<file path="src/sv/tlca_pkg.sv">
package tlca_pkg;

   // Node and depth fields are fixed at ten bits.
   localparam int NODE_W = 10;
   localparam int DEPTH_W = 10;

   // Default table depth.
   localparam int MAX_NODES_DEFAULT = 1024;

   // A walk that has not met after this many steps stops.
   localparam int WALK_LIMIT = 2048;
   localparam int STEP_W = $clog2(WALK_LIMIT + 1);

   typedef logic [NODE_W-1:0] node_type;
   typedef logic [DEPTH_W-1:0] depth_type;
   typedef logic [STEP_W-1:0] step_type;

   // Operation codes of an input item.
   typedef enum logic {
      OP_WRITE = 1'b0,
      OP_QUERY = 1'b1
   } op_type;

   // Controller states.
   typedef enum logic {
      ST_IDLE,
      ST_WALK
   } state_type;

   // Table write request.
   typedef struct packed {
      logic en;
      node_type node;
      node_type parent;
      depth_type depth;
   } tbl_wr_type;

   // Table read request, two nodes per cycle.
   typedef struct packed {
      node_type node_a;
      node_type node_b;
   } tbl_rd_type;

   // Table read data, registered: it arrives in the cycle after the request.
   typedef struct packed {
      node_type parent_a;
      node_type parent_b;
      depth_type depth_a;
      depth_type depth_b;
   } tbl_data_type;

   // One table entry.
   typedef struct packed {
      node_type parent;
      depth_type depth;
   } entry_type;

endpackage

</file>
<file path="src/sv/tlca_walk.sv">
module tlca_walk (
   input  logic                   clock,
   input  logic                   reset,
   input  logic                   start,
   output logic                   busy,
   input  logic                   req_op,
   input  tlca_pkg::node_type     req_node_index,
   input  tlca_pkg::node_type     req_parent_index,
   input  tlca_pkg::depth_type    req_node_depth,
   input  tlca_pkg::node_type     req_first_node,
   input  tlca_pkg::node_type     req_second_node,
   output logic                   rsp_strobe,
   output tlca_pkg::node_type     rsp_ancestor,
   output tlca_pkg::tbl_wr_type   wr,
   output tlca_pkg::tbl_rd_type   rd,
   input  tlca_pkg::tbl_data_type data
);
   import tlca_pkg::*;

   state_type state_ff;
   state_type state_in;
   node_type  a_ff;
   node_type  a_in;
   node_type  b_ff;
   node_type  b_in;
   step_type  step_ff;
   step_type  step_in;

   logic     accept;
   logic     done;
   node_type next_a;
   node_type next_b;

   // State and walk registers.
   always_ff @(posedge clock) begin
      if (reset) begin
         state_ff <= ST_IDLE;
      end else begin
         state_ff <= state_in;
      end
      a_ff <= a_in;
      b_ff <= b_in;
      step_ff <= step_in;
   end

   // One walk step: the deeper node climbs, at equal depth both climb.
   always_comb begin
      if (data.depth_a < data.depth_b) begin
         next_a = a_ff;
         next_b = data.parent_b;
      end else if (data.depth_a > data.depth_b) begin
         next_a = data.parent_a;
         next_b = b_ff;
      end else begin
         next_a = data.parent_a;
         next_b = data.parent_b;
      end
   end

   // Next state, table requests and the result strobe.
   always_comb begin
      accept = start && (state_ff == ST_IDLE);
      done = (a_ff == b_ff) || (step_ff == STEP_W'(WALK_LIMIT));
      state_in = state_ff;
      a_in = a_ff;
      b_in = b_ff;
      step_in = step_ff;
      rsp_strobe = 1'b0;
      wr.en = accept && (req_op == OP_WRITE);
      wr.node = req_node_index;
      wr.parent = req_parent_index;
      wr.depth = req_node_depth;
      rd.node_a = req_first_node;
      rd.node_b = req_second_node;
      case (state_ff)
         ST_IDLE: begin
            if (accept && (req_op == OP_QUERY)) begin
               a_in = req_first_node;
               b_in = req_second_node;
               step_in = '0;
               state_in = ST_WALK;
            end
         end
         ST_WALK: begin
            rd.node_a = next_a;
            rd.node_b = next_b;
            if (done) begin
               rsp_strobe = 1'b1;
               state_in = ST_IDLE;
            end else begin
               a_in = next_a;
               b_in = next_b;
               step_in = step_ff + 1'b1;
            end
         end
         default: begin
            state_in = ST_IDLE;
         end
      endcase
   end

   assign busy = (state_ff != ST_IDLE);
   assign rsp_ancestor = b_ff;

endmodule

</file>
<file path="config.mk">
export PLATFORM = sky130hd
export DESIGN_NAME = tlca_walk
export DESIGN_NICKNAME = d
export VERILOG_FILES = /design/src/sv/tlca_pkg.sv /design/src/sv/tlca_walk.sv
export SDC_FILE = /design/constraint.sdc
export NUM_CORES = 1
export LEC_CHECK = 0
export BUFFER_PORTS_ARGS = -buffer_cell sky130_fd_sc_hd__buf_2
export CORE_MARGIN = 4
export CORE_UTILIZATION = 43
export CTS_CLUSTER_DIAMETER = 60
export CTS_CLUSTER_SIZE = 20
export DETAILED_ROUTE_END_ITERATION = 10
export PLACE_DENSITY = 0.84
export SKIP_LAST_GASP = 1
export SLEW_MARGIN = 20
export SYNTH_ARGS = -nofsm -noshare
export SYNTH_HDL_FRONTEND = slang
export SYNTH_SLANG_ARGS = --single-unit
export TNS_END_PERCENT = 20
</file>
<file path="constraint.sdc">
create_clock -name clock -period 3 [get_ports clock]
set_clock_uncertainty 0.15 [all_clocks]
set_input_delay 0.45 -clock clock [delete_from_list [all_inputs] [get_ports clock]]
set_output_delay 0.45 -clock clock [all_outputs]
set_load 0.03 [all_outputs]
</file>
==> metrics.md <==
| Metric | Value |
|---|---|
| Synth-to-layout area growth | 19.5% |
| Max IR drop VDD | 0.386 mV |
| Max-slew violation count | 0 |
| WL per Instance | 14.7 um |
| Top FF cell, synth | edfxtp_1 |
| CTS tree | done |
| WL met3 | 528 um |
| Register area share after synthesis | 0.408 |
| Die Footprint | ~6900 um2 |
| TritonCTS Buffers | 5 |
| Core Util, Final | 0.545 |
| Antenna Cells | 0 |
| Peak Freq | 345 MHz |
| Req. time, crit path | 2.40 ns |
| Final setup viols | 0 |
| Max stage delay on crit path | 0.32 ns |
| Total core area | 5270 um2 |
| Syn nets | 326 |
| Max Used Layer | met4 |
| CTS Root Cell | clkbuf_8 |
| Crit path arrival time | 2.29 ns |
| Minimum clock period | 2.89 ns |
| Most frequent cell after synthesis | edfxtp_1 |
| DRC Markers | 0 |
| Clock Path Buffers | 2 |
| Clock-pin slew on the worst setup and hold paths | 0.08 ns |
| Post-Syn Area | roughly 2400 um2 |
| Post-CTS Setup Bufs | 0 |
| CTS Sinks | 33 |
| Num rows | 26 |
| # hold bufs at CTS | 0 |
| Width of the die | 82.8 um |
| CP cell instances | buf_2, inv_1, ha_1, nand4_1, a211o_1, o211ai_2, o311a_1, buf_4, mux2_4, buf_2 |
| Post-synth EDFFs | 32 |
| IO Port Bufs | 96 |
| Layout cells sized above 1 | 0.457 |
| HPWL Detailed | approximately 4300 um |
| Crit path max-delay family | compound AO/OA/AOI/OAI gates |
| Post-synth top area cell | edfxtp_1 |
| Asr flop ratio synth | 0 |
| Outcome | complete, no violations |
| Crit-path slowest cell | mux2_4 |
| Startpoint types | input port |
| RSZ-0062 raised after global routing | false |
| WS Path Type | in -> out |
| Top cell type's share of synthesized area | 0.400 |
| Vias per cell | 5.09 |
| Largest net degree at the start of global routing | 29 |
| ANT nets after route | 0 |
| Post-CTS resize count | 0 |
| First-pass GRT wire length | 8270 um |
| Worst min path class | in -> reg |
| I/O pins | 157 |
| Max-cap violations | 0 |
| Number of global-route vias before repair | 1841 |
| Worst-Margin Slew | 0.384 ns |
| Initial Util | 0.456 |
| Worst Setup End Kind | output pin |
| Gpl congestion | 0.824 |
| Total GRT Usage | 0.164 |
| Die Height | 82.8 um |
| Total negative slack | 0 ns |
| 1st-pass router iterations | 5 |
| Total power | 0.00141 W |
| Warnings from Yosys | 0 |
| Initial antenna violation count | 0 |
| Post-route cell area | 2870 um2 |
| Synth area leaders | edfxtp_1 (40%), buf_4 (9.7%), ha_1 (6.2%), mux2_4 (6.2%), mux2_2 (4.7%) |
| Final Cycle Share | 0.965 |
| Max FO, Critical Path | 5 |
| Top cells by count, synth | edfxtp_1 (32), buf_4 (31), inv_1 (14) |
| Detailed Route WL | 5330 um |
| Synth cell types | 37 |
| Slew headroom | 0.743 |
| Vias post-DR | 1846 |
| Cell count after synthesis | between 200 and 250 |
| Htree depth | 2 |
| Number of nets in the layout | 398 |
| Syn Area/Cell | 10.9 um2 |
| P_leak | 1.31 nW |
| Hold Fails Final Rpt | 0 |
| Met1 wire length | 2110 um |
| Cell mode on critical path | buf_2 |
| Dpl cell area | 2760 um2 |
| Bufs and invs on worst path | 4 |
| Met2 wire len | between 2000 and 3000 um |
| Synthesized flop and latch total | 33 |
| Initial DRC Count | 109 |
| Worst-skew pair later-pin latency | 0.29 ns |
| Power per standard cell area | 490 nW/um2 |
| Total gr overflow | 0 |
-- cell families after synthesis --
group           share of synthesized area
buf+inv                             0.133
simple gates                        0.110
flops                               0.408
mux                                 0.151
compound gates                     0.0734
xor+xnor                           0.0619
fa+ha+maj                          0.0624
-- area by class of cell --
type / count / area [um2]
clock buffers: 5 / 68.8
clock inverters: 3 / 46.3
fillers: 477 / 2400
inverters: 14 / 52.6
multi-input cells: 135 / 1100
flip-flops and latches: 33 / 981
well taps: 70 / 87.6
repair buffers: 103 / 533
-- layer usage --
| metal | GRT usage | up-vias |
|---|---|---|
| li1 | - | 894 |
| met1 | 0.186 | 831 |
| met4 | 0.0850 | 0 |
| met3 | 0.0389 | 17 |
| met2 | 0.284 | 104 |
| met5 | 0 | - |
-- where the power goes --
| part | internal [W] | total, W | switching (W) |
|---|---|---|---|
| clock network | 0.000249 | 0.000423 | 0.000175 |
| registers | 0.000562 | 0.000600 | 0.0000378 |
| logic | 0.000161 | 0.000384 | 0.000223 |
| total | 0.000971 | 0.00141 | 0.000436 |
-- placed cells by master, fill, tap and decap left out, types with 5 or more instances in the layout --
cell type	count
nand4_1	5
nor2b_1	5
inv_1	14
nand2_1	5
and2_1	8
ha_1	12
a21oi_1	12
nor2_1	11
xnor2_1	5
mux2i_1	10
clkbuf_8	5
edfxtp_1	32
xor2_1	12
buf_4	7
mux2_4	10
mux2_2	10
buf_2	96
-- final timing paths --
path	startpoint	end	slack [ns]	cells after the start
setup / recovery	data[8]	rd[2]	0.11	10
hold / removal	reset	busy	0.16	2
setup reg to reg	step_ff[0]	rsp_ancestor[7]	0.74	7
hold reg to reg	step_ff[0]	step_ff[0]	0.47	1
-- worst register-to-register path: stages (launching register included) --
cell and delay, ns:
edfxtp_1 0.40, inv_1 0.06, ha_1 0.18, nor4bb_1 0.13, and3_1 0.16, a31oi_1 0.32, a22o_1 0.23, buf_4 0.30
-- registers in the layout, summed over array words and instances, names as in the netlist --
signal,count
busy,1
a_ff,10
step_ff,12
rsp_ancestor,10
-- per-stage QoR --
| stage | std cells | hold WS, ns | worst slack [ns] |
|---|---|---|---|
| final | 363 | 0.156 | 0.105 |
| after global placement | 355 | 0.451 | 0.178 |
| after detailed placement | 355 | 0.462 | 0.113 |
| after CTS | 363 | 0.148 | 0.105 |
| after floorplan | 220 | 0.372 | 0.302 |
| after global routing | 363 | 0.145 | 0.0179 |
Note: power is estimated with default switching activity, not from simulation.
